`src/hw/rtl/inclusion_maximal_mask_filter_core_assert.svh`:
```
// Assertion macros used by the filter core RTL.
`ifndef INCLUSION_MAXIMAL_MASK_FILTER_CORE_ASSERT_SVH
`define INCLUSION_MAXIMAL_MASK_FILTER_CORE_ASSERT_SVH

// Implication that must hold at every clock edge outside reset.
`define IMF_ASSERT_IMPL(label, clk, rst_n, lhs, rhs) \
    label: assert property (@(posedge clk) disable iff (!rst_n) (lhs) |-> (rhs)) \
        else $error("assertion failed");

// Next-cycle implication outside reset.
`define IMF_ASSERT_NEXT(label, clk, rst_n, lhs, rhs) \
    label: assert property (@(posedge clk) disable iff (!rst_n) (lhs) |=> (rhs)) \
        else $error("assertion failed");

`endif

```
`src/hw/rtl/imf_pkg.sv`:
```
package imf_pkg;

    localparam int unsigned IDX_W = 6;
    localparam int unsigned PLY_W = 7;

    // Phase codes of the sequencer.
    localparam logic [2:0] PH_LOAD  = 3'd0;
    localparam logic [2:0] PH_PCNT  = 3'd1;
    localparam logic [2:0] PH_SCAN  = 3'd2;
    localparam logic [2:0] PH_CHECK = 3'd3;
    localparam logic [2:0] PH_EMIT  = 3'd4;

    function automatic logic [PLY_W-1:0] popcount64(input logic [63:0] v);
        logic [PLY_W-1:0] n;
        n = '0;
        for (int k = 0; k < 64; k++) begin
            n = n + {{(PLY_W-1){1'b0}}, v[k]};
        end
        return n;
    endfunction

endpackage

```
`src/hw/rtl/imf_popcount.sv`:
```
// Registered popcount: counts of eight-bit slices are registered, then summed.
module imf_popcount #(
    parameter int MASK_BITS = 64
) (
    input  logic                      i_clk,
    input  logic [MASK_BITS-1:0]      i_value,
    output logic [imf_pkg::PLY_W-1:0] o_count
);
    logic [63:0] w_ext;
    logic [3:0]  r_part [8];

    assign w_ext = 64'(i_value);

    always_ff @(posedge i_clk) begin
        for (int g = 0; g < 8; g++) begin
            r_part[g] <= 4'(imf_pkg::popcount64({56'd0, w_ext[g*8 +: 8]}));
        end
    end

    always_comb begin
        o_count = '0;
        for (int g = 0; g < 8; g++) begin
            o_count = o_count + {3'd0, r_part[g]};
        end
    end
endmodule

```
`config.mk`:
```
export PLATFORM = sky130hd
export DESIGN_NAME = imf_popcount
export DESIGN_NICKNAME = d
export VERILOG_FILES = /design/src/hw/rtl/inclusion_maximal_mask_filter_core_assert.svh /design/src/hw/rtl/imf_pkg.sv /design/src/hw/rtl/imf_popcount.sv
export SDC_FILE = /design/constraint.sdc
export NUM_CORES = 1
export LEC_CHECK = 0
export BUFFER_PORTS_ARGS = -buffer_cell sky130_fd_sc_hd__buf_4
export CAP_MARGIN = 25
export CORE_ASPECT_RATIO = 0.8
export CORE_MARGIN = 10
export CORE_UTILIZATION = 35
export DETAILED_ROUTE_END_ITERATION = 8
export GPL_TIMING_DRIVEN = 0
export PLACE_DENSITY = 0.55
export SLEW_MARGIN = 20
export SYNTH_ARGS = -nofsm -noshare
export SYNTH_HDL_FRONTEND = slang
export SYNTH_SLANG_ARGS = --single-unit
```
`constraint.sdc`:
```
create_clock -name i_clk -period 4.8 [get_ports i_clk]
set_input_delay 0.48 -clock i_clk [delete_from_list [all_inputs] [get_ports i_clk]]
set_output_delay 0.48 -clock i_clk [all_outputs]
set_load 0.1 [all_outputs]
```
==> impl_summary.md, run 1 <==
Outcome
The run finished with clean final reports.

Setup path
STA classifies the critical path endpoint as an output port. The signal on the critical path passes through inv_1, fa_1, inv_1, fa_1, fa_1, inv_1, fa_1, inv_1, ha_1, fa_2, a21o_1, a21o_1, buf_4. The arrival time reported for the critical path endpoint is 4.12 ns. The required arrival time at the worst endpoint is 4.32 ns.

The cell at the slowest stage of the critical path is sky130_fd_sc_hd__fa_1. The delay contributed by the slowest stage of the critical path is 0.55 ns. In this run the worst setup path begins at r_part[1][2]$_DFF_P_.

Together, buffers and inverters on the worst path number 5. The destination of the critical timing path is o_count[6]. The worst setup path category is reg -> out.

The logic depth of the worst path, buffers included is 13. The cell family with the largest share of critical-path delay is adder cells. The element type at the critical path start is a flip-flop. Of all nets on the critical path, the largest fanout is 2.

Floorplan
The site row count is 29. The area of the core is between 7000 and 8000 sq um. The initial standard-cell utilization of the core is 0.357.

72 I/O pins were placed. The die is 100 microns tall. The floorplan step defined a die boundary enclosing 12000 sq um.

In this run the horizontal extent of the chip is roughly 120 microns.

Timing
Headroom to the max-slew limit came out at 0.810. The timing-limited maximum frequency is 218 MHz. The max-slew violation count is 0. The slew at the pin closest to its max-slew limit is 0.288 ns.

Setup repair after global routing left no endpoint under its margin. The number of endpoints with negative hold slack in the final report is 0. The total negative slack is 0 ns. The total of endpoints with negative setup slack in the final report is 0. The clock period minus worst slack is 4.60 ns. Dividing the final minimum period by the clock period gives 0.958.

Job
The tool flagged a number of max-cap violations equal to 0.

GRT
In the global route stage, overall resource usage came out at 0.0802. The first-pass GRT wire length is 7860 microns. The initial antenna violation count is 0.

Global routing finished with a remaining overflow of 0. The via count of the first global-routing pass is 1859. Entering global routing, the biggest net connects 12 pins.

Drt
The via count of the routed design is 1743. After detailed routing, the total wire length is 4550 microns. After detailed routing, the number of vias per cell comes to 3.79. Dividing the detail-routed wire length by the instance count gives 9.90 microns.

After the first detailed-routing iteration, the DRC count stood at 24. For this run, design rule violations remaining after detail routing come to 0. The count of nets left with antenna violations once routing finished came out at 0. The first-pass iteration count of the detailed router is 2.

CTS
In this run the number of H-tree levels came out at 2. The number of clock buffers added by TritonCTS is 5. The number of sinks on the clock net is 32.

In this run the deepest clock path goes through 2 buffers. The count of hold buffers inserted by post-cts repair is 0. Clock tree synthesis selected as its root buffer the cell sky130_fd_sc_hd__clkbuf_8. The number of buffers inserted by post-CTS setup repair is 0. The register clock-pin slew on the reported worst setup and hold paths is 0.07 ns. The TritonCTS clock tree is done. Post-CTS repair changed the size of 0 cells.

Synthesis
A synthesized cell averages 10.3 sq um. The total number of yosys warnings is 0. The number of distinct library cells after synthesis is 10. The synthesized design spends more area on one cell type than any other, namely sky130_fd_sc_hd__fa_1.

The sequential fraction of the synthesis area is 0.228. In this run, synthesis produced a sequential element count of 32. Ranked by total cell area, the synthesized netlist is headed by sky130_fd_sc_hd__fa_1 39%, sky130_fd_sc_hd__dfxtp_1 23%, sky130_fd_sc_hd__inv_1 17%, sky130_fd_sc_hd__ha_1 14%, sky130_fd_sc_hd__xnor2_1 2.2%.

The post-synthesis instance total is around 270. The post-synth design cell area is 2810 sq um. The share of the synthesized area in the top cell type is 0.392.

The number of nets in the synthesized netlist is 424.

Placement
At the end of routability-driven placement, the weighted congestion stood at about 0.73. The count of input and output buffers is 71. Detailed placement finished with a half-perimeter wire length of 4280 microns.

Cells and area
At the end of the flow, the number of nets in the layout was around 500. The register with the most flip-flops in the layout has 32 of them. The share of post-route cells with drive strength above 1 is 0.236.

In the final layout, the registers with the most flip-flops are r_part x32. The growth of design area from synthesis to finish is 27.5%. The register containing the most flip-flops in the final layout is r_part. The repair_antennas step left the layout with diodes totalling 0.

Worst hold path
The type of the most critical hold path is in -> reg. The worst hold path passes through 2 cells.
-- placed cells by master, fill, tap and decap left out, drive strengths merged --
cell and n:
clkbuf 5, fa 55, dfxtp 32, nor2b 8, a21oi 9, xor2 3
a21o 3, ha 31, xnor2 7, clkinv 3, inv 125, buf 71
-- final cells by class --
cell class,instances,area (sq um)
Clock buffer,5,68.8
Sequential cell,32,641
Inverter,125,469
Multi-Input combinational cell,116,1720
Fill cell,766,4290
Tap cell,108,135
Clock inverter,3,18.8
Timing Repair Buffer,71,533
-- cell families after synthesis --
| group | after synthesis | share of synthesized area |
|---|---|---|
| buffers and inverters | 125 | 0.167 |
| adder cells (fa/ha/maj) | 86 | 0.530 |
| AO/OA/AOI/OAI | 12 | 0.0254 |
| XOR/XNOR | 10 | 0.0312 |
| flip-flops | 32 | 0.228 |
| AND/OR/NAND/NOR | 8 | 0.0178 |
-- worst min path at each step --
stage	slack (ns)	startpoint	to
after floorplan	0.61	i_value[2]	r_part[0][0]$_DFF_P_
after global placement	0.70	i_value[26]	r_part[0][12]$_DFF_P_
after detailed placement	0.70	i_value[58]	r_part[1][12]$_DFF_P_
after CTS	0.40	i_value[26]	r_part[0][12]$_DFF_P_
after global routing	0.41	i_value[18]	r_part[0][8]$_DFF_P_
final	0.41	i_value[26]	r_part[0][12]$_DFF_P_
-- routing by layer --
metal | up-vias | part of all wire | global-route usage
li1 | 892 | - | -
met1 | 810 | 0.46 | 0.100
met2 | 39 | 0.46 | 0.126
met4 | 0 | 0.0042 | 0.0194
met3 | 2 | 0.071 | 0.0342
met5 | - | 0 | 0
-- cell usage after synthesis --
cell type,number
sky130_fd_sc_hd__inv_1,125
sky130_fd_sc_hd__xor2_1,3
sky130_fd_sc_hd__dfxtp_1,32
sky130_fd_sc_hd__a21oi_2,1
sky130_fd_sc_hd__a21oi_1,8
sky130_fd_sc_hd__fa_1,55
sky130_fd_sc_hd__xnor2_1,7
sky130_fd_sc_hd__ha_1,31
sky130_fd_sc_hd__a21o_1,3
sky130_fd_sc_hd__nor2b_1,8
-- metrics by stage --
stage	std cells	utilization	worst slack [ns]	cell area [sq um]	hold WS, ns
floorplan	273	-	0.260	2820	0.610
global placement	452	0.443	0.428	3490	0.702
detailed placement	452	0.443	0.409	3490	0.701
CTS	460	0.454	0.0950	3580	0.403
global route	460	0.455	0.0144	3580	0.405
finish	460	0.455	0.203	3580	0.410
Power of run 1 is left out: the tool's default activity adds up to more than one toggle a clock period on the data nets, which glitch-free logic cannot reach.
==> run 2: changes to the inputs <==
--- a/config.mk
+++ b/config.mk
@@ -5,6 +5,7 @@
 export SDC_FILE = /design/constraint.sdc
 export NUM_CORES = 1
 export LEC_CHECK = 0
+export ABC_AREA = 1
 export BUFFER_PORTS_ARGS = -buffer_cell sky130_fd_sc_hd__buf_4
 export CAP_MARGIN = 25
 export CORE_ASPECT_RATIO = 0.8
@@ -12,7 +13,7 @@
 export CORE_UTILIZATION = 35
 export DETAILED_ROUTE_END_ITERATION = 8
 export GPL_TIMING_DRIVEN = 0
-export PLACE_DENSITY = 0.55
+export PLACE_DENSITY = 0.57
 export SLEW_MARGIN = 20
 export SYNTH_ARGS = -nofsm -noshare
 export SYNTH_HDL_FRONTEND = slang
==> constraint.sdc (replaced) <==
create_clock -name i_clk -period 4.1 [get_ports i_clk]
set_input_delay 0.41 -clock i_clk [delete_from_list [all_inputs] [get_ports i_clk]]
set_output_delay 0.41 -clock i_clk [all_outputs]
set_load 0.1 [all_outputs]
==> run 2 against run 1 <==
First-iteration DRC count increased by 110%. Final cell count increased by 3.0%. Global-route usage increased by 0.55 points. Area after synthesis increased by 0.62%. Sequential cell count unchanged. Cell area increased by 4.5%. The run now ends with negative setup slack left. Core utilization increased by 1.8 points. Routed wire length increased by 6.0%. Synthesized cell count increased by 4.8%. Hold slack got worse by 0.073 ns. Critical path depth unchanged. Critical path type unchanged.
==> impl_summary.md, run 2 <==
Timing
The number of endpoints with negative hold slack in the final report is 0 (unchanged). Setup repair after global routing could not meet its margin everywhere. The tightest hold margin is 0.338 ns (-0.0727 ns). The max-slew violation count is 0 (unchanged). The total negative slack is -0.343 ns (-0.343 ns). The worst setup slack after layout is -0.168 ns (-0.370 ns). The slew at the pin closest to its max-slew limit is 0.280 ns (-0.00817 ns). The total of endpoints with negative setup slack in the final report is 3 (+3). In the finished design, the share of the clock period the worst path needs comes to 1.04.

The timing-limited maximum frequency is ~230 MHz. The tightest slew margin relative to the limit is 0.815 (+0.00540). Subtracting the final worst setup slack from the clock period gives 4.27 ns.

Synthesis
Counting instances in the post-synthesis netlist gives the leading cell types as 127 x sky130_fd_sc_hd__inv_1, 55 x sky130_fd_sc_hd__fa_1, 32 x sky130_fd_sc_hd__dfxtp_1. The average cell area after synthesis is 9.88 sq um (-3.9%). The number of nets produced by synthesis came to 437 (+3.1%). The share of flip-flops with an asynchronous set or reset after synthesis came to 0 (unchanged). The sequential fraction of the synthesis area is 0.227 (-0.00141). The post-synth design cell area is 2830 sq um (+0.62%).

The post-synthesis instance total is 286 (+4.8%). The number of register bits inferred by synthesis was 32 (unchanged). Yosys attributes the largest share of cell area to sky130_fd_sc_hd__fa_1 39%, sky130_fd_sc_hd__dfxtp_1 23%, sky130_fd_sc_hd__inv_1 17%, sky130_fd_sc_hd__ha_1 14%, sky130_fd_sc_hd__nand2_1 2.5%. The total number of yosys warnings is 0 (unchanged). The predominant post-synthesis flop cell is sky130_fd_sc_hd__dfxtp_1.

The number of distinct library cells after synthesis is 11 (+1). The biggest area contributor in the post-synthesis netlist is sky130_fd_sc_hd__fa_1. The number of enable-type register cells in the synthesized netlist is 0 (unchanged).

The share of the synthesized area in the top cell type is 0.390 (-0.00243). The most common cell in the synthesized netlist is sky130_fd_sc_hd__inv_1.

GRT
The maximum number of pins on one net before global-route repair is 11 (-1). The first-pass GRT wire length is 8510 microns (+8.2%). The overall routing resource usage is 0.0857 (+0.00554). The initial antenna violation count came to 0 (unchanged). The via count of the first global-routing pass is 2041 (+9.8%). The leftover overflow at the end of global routing is 0 (unchanged).

CTS
The maximum number of buffers from clock root to sink is 2 (unchanged). The total clock buffers created by CTS is 5 (unchanged). The deepest level of the CTS H-tree is 2 (unchanged).

The library cell used as clock root buffer is sky130_fd_sc_hd__clkbuf_8. The register clock-pin slew on the reported worst setup and hold paths came to 0.07 ns (about the same). The count of hold buffers inserted by post-cts repair came to 0 (unchanged). The number of sinks on the clock net is 32 (unchanged). The TritonCTS clock tree is done.

Cells and area
The post-layout net count is 516 (+2.8%). The antenna diode count is 0 (unchanged). From synthesis to final layout, the design area changed by 32.5%. The share of post-route cells with drive strength above 1 is 0.268 (+0.0320). The largest registers in the layout are r_part x32.

The library cell used most frequently in the layout, excluding fill and tap cells, is sky130_fd_sc_hd__inv_1. More flip-flops sit in one register than any other, and that register is r_part. The top cell types in the final layout, fill and taps aside, are 121 x sky130_fd_sc_hd__inv_1, 68 x sky130_fd_sc_hd__buf_4, 54 x sky130_fd_sc_hd__fa_1. The utilization after layout is 0.473 (+0.0183). The number of flip-flops in the largest register was 32 (unchanged).

Drt
The first-pass iteration count of the detailed router is 4 (+2). The number of remaining DRC errors is 0 (unchanged). The detailed-route vias per instance is 3.92 (+3.3%). The aggregate routed wire length was 4830 microns (+6.0%). The post-route antenna net violation count is 0 (unchanged). The mean routed wirelength per cell was 10.2 microns (+2.8%). The count of routing violations after the opening detailed-route iteration is 50 (+110%). The via count of the routed design came to 1856 (+6.5%).

Floorplan
The die span in x was 120 microns (+0.26%). The site row count is 29 (unchanged). The number of top-level pins is 72 (unchanged). The initial standard-cell utilization of the core is 0.357 (+0.000579). The area of the core came to 7910 sq um (+0.46%). The overall die height is 100 microns (+0.25%). The full die area is 12100 sq um (+0.51%).

Setup path
The arrival time reported for the critical path endpoint was 3.86 ns (-0.26 ns). The element type at the critical path start is a flip-flop. The critical path in this run is classified as reg -> out. The critical path launch point is r_part[1][10]$_DFF_P_. The worst setup path is captured at an output port. The destination of the critical timing path is o_count[6].

The critical-path maximum fanout came to 2 (unchanged). The required arrival time at the worst endpoint is 3.69 ns (-0.63 ns).

Outcome
The flow ran to the end, but the final reports show violations. The checks that failed: negative setup slack.

Placement
The worst setup slack before clock tree synthesis is -0.113 ns (-0.522 ns). The routability-driven placement congestion ratio is 0.734 (+0.80%). The count of input and output buffers is 71 (unchanged). The placed wire-length estimate is 4490 microns (+5.1%).

Job
The max-cap violation count is 0 (unchanged).

Worst hold path
The min-delay analysis places its worst path in the category in -> reg.
run 2: cell count changes in the layout (fill, tap and decap cells not counted), moves of 3 or more:
cell / before / now
sky130_fd_sc_hd__a21o_1: 3 / 0
sky130_fd_sc_hd__nand2_1: 0 / 18
sky130_fd_sc_hd__nor2b_1: 8 / 0
sky130_fd_sc_hd__nand3_1: 0 / 8
sky130_fd_sc_hd__dfxtp_1: 32 / 28
sky130_fd_sc_hd__inv_2: 0 / 6
sky130_fd_sc_hd__buf_12: 0 / 4
sky130_fd_sc_hd__a21oi_1: 8 / 0
sky130_fd_sc_hd__buf_4: 71 / 68
sky130_fd_sc_hd__dfxtp_2: 0 / 4
sky130_fd_sc_hd__inv_1: 125 / 121
run 2: what timing repair did:
action,CTS,global route
pin swaps,7,11
resized for setup,19,12
setup endpoints to repair,4,4
setup buffers,1,1
run 2: worst min-delay path by stage:
stage               slack [ns]  depth (start not counted)                    end   startpoint
detailed placement        0.63                          2   r_part[0][8]$_DFF_P_  i_value[18]
global route              0.33                          2   r_part[0][8]$_DFF_P_  i_value[18]
floorplan                 0.54                          1   r_part[0][0]$_DFF_P_   i_value[2]
finish                    0.34                          2   r_part[0][8]$_DFF_P_  i_value[18]
global placement          0.63                          2  r_part[0][12]$_DFF_P_  i_value[26]
CTS                       0.33                          2   r_part[0][8]$_DFF_P_  i_value[18]
run 2: area by class of cell:
class | instances | area [sq um]
clock inverter | 2 | 35.0
inverter | 127 | 477
clock buffer | 6 | 72.6
timing repair buffer | 72 | 591
fill | 775 | 4170
tap | 108 | 135
multi-input combinational | 127 | 1790
sequential | 32 | 646
run 2: logic make-up (layout without fill, tap and decap cells):
family,Yosys count,count (layout),synth area share
compound gates,2,2,0.00443
xor+xnor,9,9,0.0279
fa+ha+maj,86,86,0.527
buf+inv,127,207,0.169
flops,32,32,0.227
simple gates,30,30,0.0452
run 2: worst max-delay path: stages, from the launching register on:
cell and delay, ns:
sky130_fd_sc_hd__dfxtp_2 0.32, sky130_fd_sc_hd__inv_2 0.03, sky130_fd_sc_hd__fa_1 0.54, sky130_fd_sc_hd__inv_2 0.04
sky130_fd_sc_hd__fa_1 0.50, sky130_fd_sc_hd__fa_1 0.56, sky130_fd_sc_hd__inv_2 0.04, sky130_fd_sc_hd__fa_1 0.47
sky130_fd_sc_hd__inv_1 0.04, sky130_fd_sc_hd__ha_2 0.19, sky130_fd_sc_hd__fa_2 0.40, sky130_fd_sc_hd__a21oi_4 0.19
sky130_fd_sc_hd__o21bai_4 0.08, sky130_fd_sc_hd__buf_12 0.17
run 2: metrics by stage:
| step | std cells | cell area (sq um) |
|---|---|---|
| after CTS | 474 | 3700 |
| after global routing | 474 | 3740 |
| after global placement | 465 | 3530 |
| after detailed placement | 465 | 3530 |
| final | 474 | 3740 |
| after floorplan | 286 | 2860 |
run 2: layer usage:
| layer | routed length [microns] | GRT usage | vias up |
|---|---|---|---|
| li1 | - | - | 938 |
| met1 | 2090 | 0.103 | 865 |
| met2 | 2310 | 0.138 | 45 |
| met3 | 358 | 0.0342 | 8 |
| met4 | 69 | 0.0278 | 0 |
| met5 | 0 | 0 | - |
Power of run 2 is left out for the same reason.
==> run 3: changes to the inputs <==
--- a/config.mk
+++ b/config.mk
@@ -11,6 +11,7 @@
 export CORE_ASPECT_RATIO = 0.8
 export CORE_MARGIN = 10
 export CORE_UTILIZATION = 35
+export CTS_BUF_LIST = sky130_fd_sc_hd__clkbuf_2
 export DETAILED_ROUTE_END_ITERATION = 8
 export GPL_TIMING_DRIVEN = 0
 export PLACE_DENSITY = 0.57
==> run 3 against run 2 <==
The flow still finishes with violations (negative setup slack). Critical path depth stayed put. First-iteration DRC count is 4.0% higher. Routed wire length is 0.52% higher. Hold slack worse by 0.099 ns. Die area stayed put.
==> impl_summary.md, run 3 (same netlist as run 2, synthesis figures left out) <==
Cells and area
Leaving out fill and tap cells, the most frequent cell in the layout is sky130_fd_sc_hd__inv_1. The number of flip-flops in the largest register came to 32 (unchanged). Counting flops per register, the top entry is r_part. The utilization after layout is 0.470 (-0.00348).

In the final layout, the registers with the most flip-flops are r_part x32. The share of post-route cells with drive strength above 1 is 0.268 (unchanged). The cell area after layout is 3710 sq um (-0.74%). The post-layout net count was 516 (unchanged). From synthesis to final layout, the design area changed by 31.5%. In the layout the commonest cells are 123 x sky130_fd_sc_hd__inv_1, 68 x sky130_fd_sc_hd__buf_4, 54 x sky130_fd_sc_hd__fa_1.

Floorplan
The full die area is 12100 sq um (unchanged). The initial standard-cell utilization of the core is 0.357 (unchanged). The overall die height is 100 microns (unchanged). The die span in x is 120 microns (unchanged). The site row count was 29 (unchanged).

The area of the core was 7910 sq um (unchanged). The number of top-level pins came to 72 (unchanged).

Drt
The detailed-route wire length on metal 1 came to 2090 microns (+0.19%). The wire length on met2 is 2330 microns (+0.65%). The aggregate routed wire length is 4850 microns (+0.52%). In this run the top signal layer used is met4.

The first-pass iteration count of the detailed router is 4 (unchanged). The wire length on met3 is 362 microns (+1.1%). The detailed-route vias per instance came to 3.91 (-0.21%). The count of routing violations after the opening detailed-route iteration is 52 (+4.0%).

The via count of the routed design came to 1856 (unchanged). The post-route antenna net violation count is 0 (unchanged). The mean routed wirelength per cell is 10.2 microns (+0.31%). The number of remaining DRC errors came to 0 (unchanged).

Timing
The worst setup slack after layout is -0.272 ns (-0.104 ns). The tightest slew margin relative to the limit was 0.815 (about the same). The total negative slack is -0.681 ns (-0.339 ns). The final critical-path share of the clock period came to 1.07 (+0.0254). The total of endpoints with negative setup slack in the final report is 4 (+1). The timing-limited maximum frequency is 229 MHz (-2.4%). The slew at the pin closest to its max-slew limit is 0.280 ns (-0.0000567 ns). The clock period minus worst slack is 4.37 ns (+0.104 ns). Setup repair after global routing could not meet its margin everywhere. The max-slew violation count is 0 (unchanged). The number of endpoints with negative hold slack in the final report is 0 (unchanged).

Setup path
The required arrival time at the worst endpoint came to 3.69 ns (about the same). The critical-path maximum fanout was 2 (unchanged). Grouping stages by cell kind, the critical path spends the most delay in adder cells. The delay contributed by the slowest stage of the critical path is 0.56 ns (about the same). The buffering stage count on the worst path with inverters included is 5 (unchanged). The worst setup path is captured at an output port. The critical path goes through inv_2, fa_1, inv_2, fa_1, fa_1, inv_2, fa_1, inv_1, ha_2, fa_2, a21oi_4, o21bai_4, buf_12. The element type at the critical path start is a flip-flop. The worst setup path category is reg -> out.

The cell at the slowest stage of the critical path is sky130_fd_sc_hd__fa_1. The arrival time reported for the critical path endpoint is 3.96 ns (+0.10 ns). Counting stages on the worst path, the most repeated cell is sky130_fd_sc_hd__fa_1.

CTS
The total clock buffers created by CTS came to 5 (unchanged). Clock tree synthesis selected as its root buffer the cell sky130_fd_sc_hd__clkbuf_2. TritonCTS built the clock tree. The deepest level of the CTS H-tree is 2 (unchanged). The number of sinks on the clock net came to 32 (unchanged). The register clock-pin slew on the reported worst setup and hold paths is 0.17 ns (+0.10 ns).

The maximum number of buffers from clock root to sink is 2 (unchanged).

Placement
The worst setup slack before clock tree synthesis is -0.113 ns (unchanged). The placed wire-length estimate is 4490 microns (unchanged). The placed cell area is 3530 sq um (unchanged). The count of input and output buffers was 71 (unchanged). The routability-driven placement congestion ratio came to 0.734 (unchanged).

GRT
The leftover overflow at the end of global routing is 0 (unchanged). The via count of the first global-routing pass is 2040 (-0.049%). The first-pass GRT wire length is 8560 microns (+0.58%). The overall routing resource usage is 0.0872 (+0.00142).

The maximum number of pins on one net before global-route repair is 11 (unchanged). The initial antenna violation count is 0 (unchanged).

Worst hold path
The min-delay analysis places its worst path in the category in -> reg.

Outcome
The flow ran to the end, but the final reports show violations. The checks that failed: negative setup slack.

Job
The max-cap violation count is 0 (unchanged).
==> run 3: stage by stage <==
stage	hold WS (ns)	cells
floorplan	0.540	286
global placement	0.632	465
detailed placement	0.631	465
CTS	0.213	474
global route	0.182	474
finish	0.238	475
==> run 3: metal layers <==
metal | GRT usage | vias up
met5 | 0 | -
met1 | 0.104 | 863
met4 | 0.0278 | 0
met2 | 0.138 | 48
li1 | - | 938
met3 | 0.0393 | 7
==> run 3: final timing paths <==
path	startpoint	endpoint	cells after the start
setup / recovery	r_part[1][10]$_DFF_P_	o_count[6]	13
hold / removal	i_value[18]	r_part[0][8]$_DFF_P_	2
==> run 3: repair_timing <==
item                                    4_1_cts  5_1_grt
resized for setup                            21        9
endpoints found under the setup margin        4        4
setup buffers                                 1        1
hold endpoints to repair                      0        0
hold buffers                                  0        0
pin swaps                                     9        7
==> run 3: cell type report <==
type / count / area [sq um]
flip-flops and latches: 32 / 646
well taps: 108 / 135
multi-input cells: 127 / 1800
diodes: 1 / 2.50
fillers: 775 / 4200
clock buffers: 6 / 30.0
inverters: 127 / 477
repair buffers: 72 / 591
clock inverters: 2 / 35.0
Power of run 3 is left out for the same reason.
